### config.mk
export PLATFORM = sky130hd
export DESIGN_NAME = stereo_allpass_phaser
export DESIGN_NICKNAME = d
export VERILOG_FILES = /design/src/design/sap_pkg.sv /design/src/design/sap_ctrl.sv /design/src/design/sap_datapath.sv /design/src/design/stereo_allpass_phaser.sv
export SDC_FILE = /design/constraint.sdc
export NUM_CORES = 2
export LEC_CHECK = 0
export ABC_AREA = 1
export BUFFER_PORTS_ARGS = -buffer_cell sky130_fd_sc_hd__buf_2
export CAP_MARGIN = 15
export CELL_PAD_IN_SITES_DETAIL_PLACEMENT = 1
export CELL_PAD_IN_SITES_GLOBAL_PLACEMENT = 1
export CORE_ASPECT_RATIO = 0.7
export CORE_MARGIN = 2
export CORE_UTILIZATION = 51
export CTS_CLUSTER_SIZE = 25
export DETAILED_ROUTE_END_ITERATION = 6
export PLACE_DENSITY_LB_ADDON = 0.2
export RECOVER_POWER = 25
export SETUP_SLACK_MARGIN = 0.2
export SYNTH_ARGS = -nofsm -noshare
export SYNTH_HDL_FRONTEND = slang
export SYNTH_SLANG_ARGS = --single-unit
### constraint.sdc
create_clock -name clk -period 13.16 [get_ports clk]
set_clock_uncertainty 0.15 [all_clocks]
set_input_delay 2.632 -clock clk [delete_from_list [all_inputs] [get_ports clk]]
set_output_delay 2.632 -clock clk [all_outputs]
set_load 0.1 [all_outputs]
### src/design/sap_pkg.sv
// Shared types, constants and helpers for the stereo allpass phaser.
// No dependencies; used by sap_ctrl, sap_datapath and stereo_allpass_phaser.
package sap_pkg;

  // Allpass stages per channel and derived widths
  localparam int MAX_STAGES = 12;
  localparam int PAIRS_MAX  = MAX_STAGES / 2;
  localparam int STG_W      = $clog2(MAX_STAGES);

  // Register indexes of the configuration port
  localparam logic [2:0] REG_BYPASS      = 3'd0;
  localparam logic [2:0] REG_FEEDBACK    = 3'd1;
  localparam logic [2:0] REG_WET_MIX     = 3'd2;
  localparam logic [2:0] REG_MOD_SCALE   = 3'd3;
  localparam logic [2:0] REG_MOD_BIAS    = 3'd4;
  localparam logic [2:0] REG_STAGE_PAIRS = 3'd5;

  typedef struct packed {
    logic               bypass;
    logic signed [15:0] feedback;
    logic [16:0]        wet_mix;
    logic signed [15:0] mod_scale;
    logic signed [15:0] mod_bias;
    logic [2:0]         stage_pairs;
  } cfg_t;

  // Datapath operations, each run as a multiply state then an execute state
  typedef enum logic [2:0] {
    OP_COEF = 3'd0,
    OP_DRY  = 3'd1,
    OP_FB   = 3'd2,
    OP_STG  = 3'd3,
    OP_MIXD = 3'd4,
    OP_MIXW = 3'd5
  } op_t;

  typedef struct packed {
    op_t              op;
    logic             ch;
    logic [STG_W-1:0] idx;
    logic             mul;
    logic             exec;
    logic             load_in;
    logic             load_out;
  } cmd_t;

  // Clamp to the signed 24-bit sample range
  function automatic logic signed [23:0] sat24(input logic signed [47:0] v);
    logic signed [23:0] r;
    if (v > 48'sd8388607) begin
      r = 24'sh7FFFFF;
    end else if (v < -48'sd8388608) begin
      r = 24'sh800000;
    end else begin
      r = v[23:0];
    end
    return r;
  endfunction

endpackage

### src/design/sap_ctrl.sv
// Sequencer for the phaser: walks coefficient, per-channel and stage operations.
// Depends on sap_pkg; drives sap_datapath through a cmd_t.
module sap_ctrl (
  input  logic          clk,
  input  logic          rst,
  input  sap_pkg::cfg_t cfg,
  input  logic          in_valid,
  output logic          in_ready,
  output logic          out_valid,
  input  logic          out_ready,
  output sap_pkg::cmd_t cmd
);

  typedef enum logic [3:0] {
    S_IDLE = 4'b0001,
    S_MUL  = 4'b0010,
    S_EXEC = 4'b0100,
    S_DONE = 4'b1000
  } state_t;

  state_t                    state, state_next;
  sap_pkg::op_t              op, op_next;
  logic                      ch, ch_next;
  logic [sap_pkg::STG_W-1:0] idx, idx_next;
  logic                      out_valid_next;
  logic [7:0]                pairs_w;
  logic [7:0]                two_p;
  logic [sap_pkg::STG_W-1:0] idx_top;
  logic                      accept, load_out;

  // Active stage count, limited to the built chain
  always_comb begin
    pairs_w = 8'(cfg.stage_pairs);
    if (pairs_w > 8'(sap_pkg::PAIRS_MAX)) begin
      pairs_w = 8'(sap_pkg::PAIRS_MAX);
    end
    two_p   = pairs_w << 1;
    idx_top = sap_pkg::STG_W'(two_p - 8'd1);
  end

  assign in_ready = (state == S_IDLE);
  assign accept   = in_valid && in_ready;
  assign load_out = (state == S_DONE) && (!out_valid || out_ready);

  // Next state and operation
  always_comb begin
    state_next = state;
    op_next    = op;
    ch_next    = ch;
    idx_next   = idx;
    unique case (state)
      S_IDLE: begin
        if (accept) begin
          op_next    = sap_pkg::OP_COEF;
          ch_next    = 1'b0;
          state_next = cfg.bypass ? S_DONE : S_MUL;
        end
      end
      S_MUL: begin
        state_next = S_EXEC;
      end
      S_EXEC: begin
        state_next = S_MUL;
        unique case (op)
          sap_pkg::OP_COEF: op_next = sap_pkg::OP_DRY;
          sap_pkg::OP_DRY:  op_next = sap_pkg::OP_FB;
          sap_pkg::OP_FB: begin
            if (pairs_w == 8'd0) begin
              op_next = sap_pkg::OP_MIXD;
            end else begin
              op_next  = sap_pkg::OP_STG;
              idx_next = idx_top;
            end
          end
          sap_pkg::OP_STG: begin
            if (idx == '0) begin
              op_next = sap_pkg::OP_MIXD;
            end else begin
              idx_next = idx - sap_pkg::STG_W'(1);
            end
          end
          sap_pkg::OP_MIXD: op_next = sap_pkg::OP_MIXW;
          sap_pkg::OP_MIXW: begin
            if (ch) begin
              state_next = S_DONE;
            end else begin
              ch_next = 1'b1;
              op_next = sap_pkg::OP_DRY;
            end
          end
          default: op_next = sap_pkg::OP_COEF;
        endcase
      end
      S_DONE: begin
        if (load_out) begin
          state_next = S_IDLE;
        end
      end
      default: state_next = S_IDLE;
    endcase
  end

  // Output word valid: set on load, drop when taken
  always_comb begin
    out_valid_next = out_valid;
    if (load_out) begin
      out_valid_next = 1'b1;
    end else if (out_ready) begin
      out_valid_next = 1'b0;
    end
  end

  always_ff @(posedge clk) begin
    if (rst) begin
      state     <= S_IDLE;
      op        <= sap_pkg::OP_COEF;
      ch        <= 1'b0;
      idx       <= '0;
      out_valid <= 1'b0;
    end else begin
      state     <= state_next;
      op        <= op_next;
      ch        <= ch_next;
      idx       <= idx_next;
      out_valid <= out_valid_next;
    end
  end

  // Command bundle
  always_comb begin
    cmd.op       = op;
    cmd.ch       = ch;
    cmd.idx      = idx;
    cmd.mul      = (state == S_MUL);
    cmd.exec     = (state == S_EXEC);
    cmd.load_in  = accept;
    cmd.load_out = load_out;
  end

  a_busy_after_accept: assert property (@(posedge clk) disable iff (rst)
    accept |=> !in_ready)
    else $error("input accepted while a word is in flight");

  a_stage_idx_range: assert property (@(posedge clk) disable iff (rst)
    (state == S_EXEC && op == sap_pkg::OP_STG) |-> (32'(idx) < sap_pkg::MAX_STAGES))
    else $error("stage index beyond chain");

  a_no_overwrite: assert property (@(posedge clk) disable iff (rst)
    (out_valid && !out_ready) |=> !(state == S_IDLE && $past(state) == S_DONE))
    else $error("result loaded over a waiting word");

endmodule

### src/design/sap_datapath.sv
// Shared multiplier, coefficient divide, allpass history and output registers.
// Depends on sap_pkg; sequenced by sap_ctrl.
module sap_datapath (
  input  logic               clk,
  input  logic               rst,
  input  sap_pkg::cfg_t      cfg,
  input  sap_pkg::cmd_t      cmd,
  input  logic signed [23:0] left_in,
  input  logic signed [23:0] right_in,
  input  logic signed [15:0] mod_value,
  output logic signed [23:0] left_out,
  output logic signed [23:0] right_out
);

  logic signed [23:0] x_hist [2][sap_pkg::MAX_STAGES];
  logic signed [23:0] y_hist [2][sap_pkg::MAX_STAGES];
  logic signed [23:0] last_wet [2];
  logic signed [23:0] xin [2];
  logic signed [23:0] dry [2];
  logic signed [23:0] res [2];
  logic [16:0]        u;
  logic signed [15:0] coef;
  logic signed [23:0] acc;
  logic signed [44:0] prod;
  logic signed [44:0] macc;

  logic signed [25:0] op_a;
  logic signed [18:0] op_b;
  logic [16:0]        fb_mag;
  logic signed [18:0] att;
  logic [17:0]        mix_sat;
  logic signed [23:0] x_rd, y_rd;

  logic               neg;
  logic [44:0]        mag;
  logic [31:0]        t;
  logic [15:0]        q0;
  logic [17:0]        r;
  logic [16:0]        q;
  logic signed [18:0] csum;
  logic signed [15:0] coef_new;
  logic signed [44:0] rnd15;
  logic signed [44:0] rnd17;
  logic signed [45:0] mix_sum;
  logic signed [23:0] fb_in, stg_y, mix_y;

  // Derived gains
  always_comb begin
    fb_mag  = cfg.feedback[15] ? 17'(-18'(cfg.feedback)) : 17'(cfg.feedback);
    att     = 19'sd131072 - $signed(19'(fb_mag));
    mix_sat = (cfg.wet_mix > 17'd65536) ? 18'd65536 : 18'(cfg.wet_mix);
    x_rd    = x_hist[cmd.ch][cmd.idx];
    y_rd    = y_hist[cmd.ch][cmd.idx];
  end

  // Multiplier operand select
  always_comb begin
    op_a = '0;
    op_b = '0;
    case (cmd.op)
      sap_pkg::OP_COEF: begin
        op_a = $signed(26'(u));
        op_b = 19'(cfg.mod_scale);
      end
      sap_pkg::OP_DRY: begin
        op_a = 26'(xin[cmd.ch]);
        op_b = att;
      end
      sap_pkg::OP_FB: begin
        op_a = 26'(last_wet[cmd.ch]);
        op_b = 19'(cfg.feedback);
      end
      sap_pkg::OP_STG: begin
        op_a = 26'(y_rd) + 26'(acc);
        op_b = 19'(coef);
      end
      sap_pkg::OP_MIXD: begin
        op_a = 26'(dry[cmd.ch]);
        op_b = 19'sd65536 - $signed(19'(mix_sat));
      end
      sap_pkg::OP_MIXW: begin
        op_a = 26'(acc);
        op_b = $signed(19'(mix_sat));
      end
      default: begin
        op_a = '0;
        op_b = '0;
      end
    endcase
  end

  // Coefficient: rounded divide by 65535, bias, clamp
  always_comb begin
    neg  = prod[44];
    mag  = neg ? 45'(-prod) : 45'(prod);
    t    = 32'(mag) + 32'd32767;
    q0   = t[31:16];
    r    = 18'(t[15:0]) + 18'(q0);
    q    = 17'(q0) + 17'(r >= 18'd65535) + 17'(r >= 18'd131070);
    csum = (neg ? -$signed(19'(q)) : $signed(19'(q))) + 19'(cfg.mod_bias);
    if (csum > 19'sd32767) begin
      coef_new = 16'sh7FFF;
    end else if (csum < -19'sd32768) begin
      coef_new = 16'sh8000;
    end else begin
      coef_new = csum[15:0];
    end
  end

  // Rounded shifts and stage results
  always_comb begin
    rnd15   = (prod + 45'sd16384) >>> 15;
    rnd17   = (prod + 45'sd65536) >>> 17;
    mix_sum = (46'(macc) + 46'(prod) + 46'sd32768) >>> 16;
    fb_in   = sap_pkg::sat24(48'(dry[cmd.ch]) + 48'(rnd15));
    stg_y   = sap_pkg::sat24(48'(rnd15) - 48'(x_rd));
    mix_y   = sap_pkg::sat24(48'(mix_sum));
  end

  // Working registers
  always_ff @(posedge clk) begin
    if (cmd.load_in) begin
      xin[0] <= left_in;
      xin[1] <= right_in;
      res[0] <= left_in;
      res[1] <= right_in;
      u      <= 17'(mod_value) + 17'd32768;
    end
    if (cmd.mul) begin
      prod <= 45'(op_a) * 45'(op_b);
    end
    if (cmd.exec) begin
      case (cmd.op)
        sap_pkg::OP_COEF: coef <= coef_new;
        sap_pkg::OP_DRY:  dry[cmd.ch] <= rnd17[23:0];
        sap_pkg::OP_FB:   acc <= fb_in;
        sap_pkg::OP_STG:  acc <= stg_y;
        sap_pkg::OP_MIXD: macc <= prod;
        sap_pkg::OP_MIXW: res[cmd.ch] <= mix_y;
        default:          acc <= acc;
      endcase
    end
    if (cmd.load_out) begin
      left_out  <= res[0];
      right_out <= res[1];
    end
  end

  // Allpass history and feedback memory, cleared by reset
  always_ff @(posedge clk) begin
    if (rst) begin
      for (int c = 0; c < 2; c++) begin
        last_wet[c] <= '0;
        for (int s = 0; s < sap_pkg::MAX_STAGES; s++) begin
          x_hist[c][s] <= '0;
          y_hist[c][s] <= '0;
        end
      end
    end else if (cmd.exec) begin
      if (cmd.op == sap_pkg::OP_STG) begin
        y_hist[cmd.ch][cmd.idx] <= stg_y;
        x_hist[cmd.ch][cmd.idx] <= acc;
      end
      if (cmd.op == sap_pkg::OP_MIXW) begin
        last_wet[cmd.ch] <= acc;
      end
    end
  end

endmodule

### src/design/stereo_allpass_phaser.sv
// Stereo allpass-chain phaser: config registers, sequencer and datapath.
// Each word runs through one shared multiplier as a sequence of operations that grows with
// the active stage pairs; bypass skips them. A new word is accepted only once the previous
// one has reached the output register. A full output register holds the sequencer.
// Reset (rst, synchronous) clears all history, feedback state and loads defaults.
// Depends on sap_pkg, sap_ctrl and sap_datapath.
module stereo_allpass_phaser (
  input  logic        clk,
  input  logic        rst,
  input  logic        s_tvalid,
  output logic        s_tready,
  input  logic [63:0] s_tdata,   // left_in[23:0], right_in[47:24], mod_value[63:48]
  output logic        m_tvalid,
  input  logic        m_tready,
  output logic [47:0] m_tdata,   // left_out[23:0], right_out[47:24]
  input  logic        cfg_we,
  input  logic [2:0]  cfg_index,
  input  logic [16:0] cfg_data
);

  sap_pkg::cfg_t      cfg;
  sap_pkg::cmd_t      cmd;
  logic signed [23:0] left_out, right_out;

  // Configuration registers
  always_ff @(posedge clk) begin
    if (rst) begin
      cfg.bypass      <= 1'b0;
      cfg.feedback    <= '0;
      cfg.wet_mix     <= 17'd32768;
      cfg.mod_scale   <= 16'sd32767;
      cfg.mod_bias    <= '0;
      cfg.stage_pairs <= 3'd6;
    end else if (cfg_we) begin
      unique case (cfg_index)
        sap_pkg::REG_BYPASS:      cfg.bypass      <= cfg_data[0];
        sap_pkg::REG_FEEDBACK:    cfg.feedback    <= cfg_data[15:0];
        sap_pkg::REG_WET_MIX:     cfg.wet_mix     <= cfg_data;
        sap_pkg::REG_MOD_SCALE:   cfg.mod_scale   <= cfg_data[15:0];
        sap_pkg::REG_MOD_BIAS:    cfg.mod_bias    <= cfg_data[15:0];
        sap_pkg::REG_STAGE_PAIRS: cfg.stage_pairs <= cfg_data[2:0];
        default:                  cfg.bypass      <= cfg.bypass;
      endcase
    end
  end

  sap_ctrl u_ctrl (
    .clk       (clk),
    .rst       (rst),
    .cfg       (cfg),
    .in_valid  (s_tvalid),
    .in_ready  (s_tready),
    .out_valid (m_tvalid),
    .out_ready (m_tready),
    .cmd       (cmd)
  );

  sap_datapath u_dp (
    .clk       (clk),
    .rst       (rst),
    .cfg       (cfg),
    .cmd       (cmd),
    .left_in   (s_tdata[23:0]),
    .right_in  (s_tdata[47:24]),
    .mod_value (s_tdata[63:48]),
    .left_out  (left_out),
    .right_out (right_out)
  );

  assign m_tdata = {right_out, left_out};

endmodule
### Word-level counts from Yosys, hierarchy flattened

Memory sizes are Yosys's and may differ from the RTL's. A register that Yosys moved wholly into a read port is not among the register bits.
Cells that the tools add are included.

| storage, ports and cells | value |
|---|---|
| memories kept | 6 |
| output and inout bits | 50 |
| input bits | 89 |
| bits in writable memories | 1344 |
| word-level logic and storage cells | 189 |
| bits in registers | 229 |

Memories:

| memory | depth | width | read ports | clocked after memory_dff | wr ports | RTL line | source |
|---|---|---|---|---|---|---|---|
| u_dp.x_hist | 2 | 288 | 1 | 1 | 2 | sap_datapath.sv:15 | `logic signed [23:0] x_hist [2][sap_pkg::MAX_STAGES];` |
| u_dp.y_hist | 2 | 288 | 1 | 1 | 2 | sap_datapath.sv:16 | `logic signed [23:0] y_hist [2][sap_pkg::MAX_STAGES];` |
| u_dp.dry | 2 | 24 | 1 | 1 | 1 | sap_datapath.sv:19 | `logic signed [23:0] dry [2];` |
| u_dp.last_wet | 2 | 24 | 1 | 1 | 2 | sap_datapath.sv:17 | `logic signed [23:0] last_wet [2];` |
| u_dp.res | 2 | 24 | 2 | 2 | 2 | sap_datapath.sv:20 | `logic signed [23:0] res [2];` |
| u_dp.xin | 2 | 24 | 1 | 1 | 2 | sap_datapath.sv:18 | `logic signed [23:0] xin [2];` |

| cells by class | value |
|---|---|
| $add $sub $neg | 20 |
| multiplexer cells | 81 |
| bitwise logic cells | 1 |
| multipliers | 1 |
| equal/unequal tests | 21 |
| reductions and logical operators | 29 |
| order comparisons | 14 |

Operators by type and width:

| operator | count |
|---|---|
| $mux W288 | 5 |
| $reduce_or A288 Y1 | 2 |
| $mux W24 | 13 |
| $bmux W24 S4 | 2 |
| $pmux W26 S6 | 1 |
| $pmux W19 S6 | 1 |
| $demux W24 S4 | 1 |
| $gt A48 B24 Y1 const B | 2 |
| $lt A48 B24 Y1 const B | 2 |
| $pmux W24 S2 | 1 |
| $reduce_or A24 Y1 | 2 |
| $add A45 B45 Y46 | 1 |
| $add A46 B17 Y46 const B | 1 |
| $add A45 B16 Y45 const B | 1 |
| $mul A26 B19 Y45 | 1 |
| $add A41 B18 Y41 const B | 1 |
| $mux W1 | 35 |
| $mux W17 | 2 |
| $add A32 B15 Y32 const B | 1 |
| $mux W32 | 1 |
| $neg A32 Y32 | 1 |
| $add A24 B30 Y31 | 1 |
| $sub A30 B24 Y31 | 1 |
| $gt A30 B24 Y1 const B | 1 |
| other kinds (51) | 87 |

### Logic depth before layout (Yosys ltp)

| logic depth | value |
|---|---|
| depth after elaboration | 12 |
| gate-level depth with buffers | 75 |

### Hierarchy

A second synthesis with hierarchy kept.

| unflattened totals | value |
|---|---|
| cell total of the unflattened synthesis | 10282 |
| area total of the unflattened synthesis | 96661.5 um^2 |

By module, submodules not included:

| module | cells each | instances | area an instance (um^2) |
|---|---|---|---|
| sap_datapath | 9744 | 1 | 92941.6 |
| stereo_allpass_phaser | 388 | 1 | 2793.9 |
| sap_ctrl | 150 | 1 | 925.9 |

### Least setup slack after synthesis

OpenSTA, ideal clock, no wires.

| timing path | value |
|---|---|
| kind | register -> register |
| start | register with a tool-made name |
| end | register u_dp.prod[41], data pin |
| stages on the path, launching flop included | 62 |
| path buffers | 7 |
| library setup time | 0.265 ns |
| clock period less this slack | 10.980 ns |
| data arrival time | 10.565 ns |
| required time | 12.745 ns |
| path slack | 2.180 ns |
| cells stage by stage | dfxtp_1 clkbuf_1 inv_1 clkbuf_1 clkbuf_1 clkbuf_1 clkbuf_1 clkbuf_1 nor2_1 o221ai_1 nand3_1 nand3_1 ha_1 a21oi_1 nand2_1 nand2_1 inv_1 or2_2 [... 26 more ...] ha_1 nand2_1 nor2_1 o21ai_0 o211a_1 o21ai_0 a21oi_1 inv_1 nand2_1 nand2_1 inv_1 o21ai_0 nand4_1 nand3_1 nand3_1 and2_1 o21ai_0 xor2_1 |

RTL lines:

| what | RTL line | source |
|---|---|---|
| to (signal assigned) | sap_datapath.sv:130 | `prod <= 45'(op_a) * 45'(op_b);` |
| to (decl) | sap_datapath.sv:24 | `logic signed [44:0] prod;` |

### Worst setup path after layout

| timing path | value |
|---|---|
| start | register u_ctrl.op[2] |
| end | register u_dp.prod[44], data pin |

| on the way | value |
|---|---|
| longest elaborated chain between the ends | 3 |

Ends and longest elaborated chain:

| what | RTL line | source |
|---|---|---|
| from (decl) | sap_ctrl.sv:22 | `sap_pkg::op_t op, op_next;` |
| from (signal assigned) | sap_ctrl.sv:116 | `op <= sap_pkg::OP_COEF;` |
| from (signal assigned) | sap_ctrl.sv:122 | `op <= op_next;` |
| $eq A3 B3 Y1, or another cell as far along | sap_datapath.sv:60 | `case (cmd.op)` |
| $pmux W26 S6 / $pmux W19 S6 (equally long branches) | sap_datapath.sv:60 |  |
| $mul A26 B19 Y45 (*) | sap_datapath.sv:130 |  |

Every way passes the cells marked *; elsewhere a longest branch is shown, timed or not.
A chain may end at the register's enable or synchronous reset.

==> results.sh <==
export IMPL_syn_inst=10100
export IMPL_rsz0062_at_grt="false"
export IMPL_cts_buffer_depth=4
export IMPL_postLayoutCellArea_um2=106000
export IMPL_fin_tns_setup_ns=0
export IMPL_hpwl_um=268000
export IMPL_area_growth_pct=9.07
export IMPL_drc=42
export IMPL_timing_fmax_mhz=78.5
export IMPL_grt_usage=0.398
export IMPL_gp_congestion=1.00
export IMPL_worstPathArrival_ns=13.20
export IMPL_io_pins=139
export IMPL_synth_cell_types=63
export IMPL_clkTransAtPathRegs_ns=0.07
export IMPL_routed_top_layer="met5"
export IMPL_dr_pass1_iters=7
export IMPL_dr_wl_met2_um=157000
export IMPL_first_iter_violations=11100
export IMPL_wire_per_inst_um=30.8
export IMPL_post_route_worst_setup_slack_ns=0.415
export IMPL_synth_seq_area_share=0.494
export IMPL_grt_pass1_wl_um=563000
export IMPL_cpMaxStageDelayCell="clkbuf_1"
export IMPL_place_area_um2=101000
export IMPL_grt_pass1_vias=81900
export IMPL_synth_nets=11000
export IMPL_final_antenna_net_count=0
export IMPL_setup_viol=0
export IMPL_synth_area_leaders="edfxtp_1, fa_1, nor2_1, nand2_1, ha_1"
export IMPL_finalCriticalPeriod_ns=12.75
export IMPL_ys_ff_latch=1621
export IMPL_slew_headroom=-2.04
export IMPL_dp_slack_ns=0.890
export IMPL_cp_num_buf_inv=5
export IMPL_rows=133
export IMPL_max_stage_delay_ns=1.79
export IMPL_violations="design-rule violations, max-capacitance violations, max-slew violations"
export IMPL_die_area_um2=193000
export IMPL_vias=81200
export IMPL_wirelength_um=391000
export IMPL_holdWs_ns=0.262
export IMPL_status="finished with violations"
export IMPL_die_y_um=369
export IMPL_cp_max_fo=30
export IMPL_final_max_slew_viol_count=595
export IMPL_synth_area_leader_cell="edfxtp_1"
export IMPL_clock_root_buffer="clkbuf_16"
export IMPL_ctsHoldBuffers=0
export IMPL_synth_most_common_cell="nor2_1"
export IMPL_synthFlopType="edfxtp_1"
export IMPL_hold_class="reg -> reg"
export IMPL_critPathTopFamily="adder cells"
export IMPL_start_kind="flip-flop"
export IMPL_grt_overflow_total=0
export IMPL_worst_pin_slew_ns=4.57
export IMPL_syn_cell_area_um2=96800
export IMPL_viasPerCell=6.41
export IMPL_core_area_um2=188000
export IMPL_wl_met3_um=58000
export IMPL_cts_sink_count=1621
export IMPL_synth_edf_count=1538
export IMPL_drive_above_1_share=0.0650
export IMPL_die_x_um=525
export IMPL_cts_buffers=169
export IMPL_clk_latency_ns=0.86
export IMPL_drv_cap=19
export IMPL_cp_end_kind="flip-flop"
export IMPL_ys_warnings_count=0
export IMPL_n_fill_cell=20900
export IMPL_cts_max_level=4
export IMPL_synth_async_reset_ratio=0
export IMPL_synthTopCellsByCount="nor2_1, nand2_1, edfxtp_1"
export IMPL_avgSynthCellArea_um2=9.62
export IMPL_fin_crit_sh=0.968
export IMPL_grt_max_degree=143
export IMPL_yosys_area_top_type_share=0.477
export IMPL_nets=11000
export IMPL_antenna_found_initial=19
export IMPL_hold_viol=0
export IMPL_worstPathRequired_ns=13.61
export IMPL_initial_core_util=0.514
export IMPL_crit_type="reg -> reg"
export IMPL_wl_met1_um=161000
export IMPL_port_buffers=138
export IMPL_cts_tree="built"
## cells by family (layout without fill, tap and decap cells)
| logic type | after synthesis | after routing | share of synthesized area |
|---|---|---|---|
| flip-flops | 1621 | 1621 | 0.494 |
| adder cells (fa/ha/maj) | 833 | 833 | 0.145 |
| XOR/XNOR | 239 | 239 | 0.0216 |
| buffers and inverters | 1636 | 1736 | 0.0644 |
| AO/OA/AOI/OAI | 1764 | 1764 | 0.108 |
| multiplexers | 1 | 1 | 0.000103 |
| AND/OR/NAND/NOR | 3969 | 3969 | 0.166 |
| other | 0 | 8 | 0 |
## cell usage in the layout, fill, tap and decap left out, types with 169 or more instances in the layout
cell	count
nor2_1	1780
nand2_1	1608
edfxtp_1	1538
inv_1	1058
o21ai_0	823
fa_1	483
ha_1	350
a21oi_1	329
nand3_1	250
o221ai_1	185
clkbuf_1	174
clkbuf_16	172
buf_4	169
## worst paths after layout
kind / startpoint / end / slack, ns / cells after the start
worst max-delay path: u_ctrl.op[2] / u_dp.prod[44] / 0.41 / 32
worst min-delay path: u_dp.res[0][14] / m_tdata[14] / 0.26 / 0
worst max register to register: u_ctrl.op[2] / u_dp.prod[44] / 0.41 / 32
worst min register to register: u_dp.res[0][14] / m_tdata[14] / 0.26 / 0
## flip-flops by register name, summed over array words and instances, names as in the netlist, named ones only
name / flops
u_dp.x_hist: 576
u_dp.y_hist: 576
cfg: 69
m_tdata: 48
u_dp.dry: 48
u_dp.last_wet: 48
u_dp.res: 48
u_dp.xin: 48
u_dp.macc: 45
u_dp.prod: 45
u_dp.acc: 24
u_dp.coef: 16
u_dp.u: 16
u_ctrl.idx: 4
u_ctrl.state: 4
u_ctrl.op: 3
u_ctrl.ch: 1
u_ctrl.out_valid: 1
## metal layers
metal | track usage | up-vias
met5 | 0 | -
met4 | 0.131 | 14
met3 | 0.133 | 913
met2 | 0.549 | 5310
met1 | 0.585 | 41200
li1 | - | 33700
## worst reg2reg max path, delay by kind of cell, from the launching register on
kind,cells,cell delay (ns)
DFF,1,0.53
adders and majority gates,8,3.85
xor gates and xnor gates,1,0.24
and+or+nand+nor,9,1.81
buffers and inverters,5,2.52
AOI/OAI and AO/OA,9,3.37
## layout make-up
type	count	area, um2	area share
sequential	1621	47900	0.453
multi-input combinational	6806	43200	0.409
clock buffer	219	4530	0.0429
inverter	1102	4160	0.0394
tap	2497	3120	0.0296
timing repair buffer	342	2140	0.0203
clock inverter	73	524	0.00497
antenna	8	20.0	0.000190
## stage by stage
stage | std cells | util
CTS | 12600 | 0.562
floorplan | 10100 | -
global route | 12700 | 0.561
detailed placement | 12400 | 0.535
global placement | 12400 | 0.535
finish | 12700 | 0.561
## what timing repair did
action / 4_1_cts / 5_1_grt
resized for setup: 0 / 6
endpoints found under the setup margin: 0 / 5
endpoints found under the hold margin: 0 / 0
setup buffers: 0 / 1
Power is left out: the tool's default activity adds up to more than one toggle a clock period on the data nets, which glitch-free logic cannot reach.
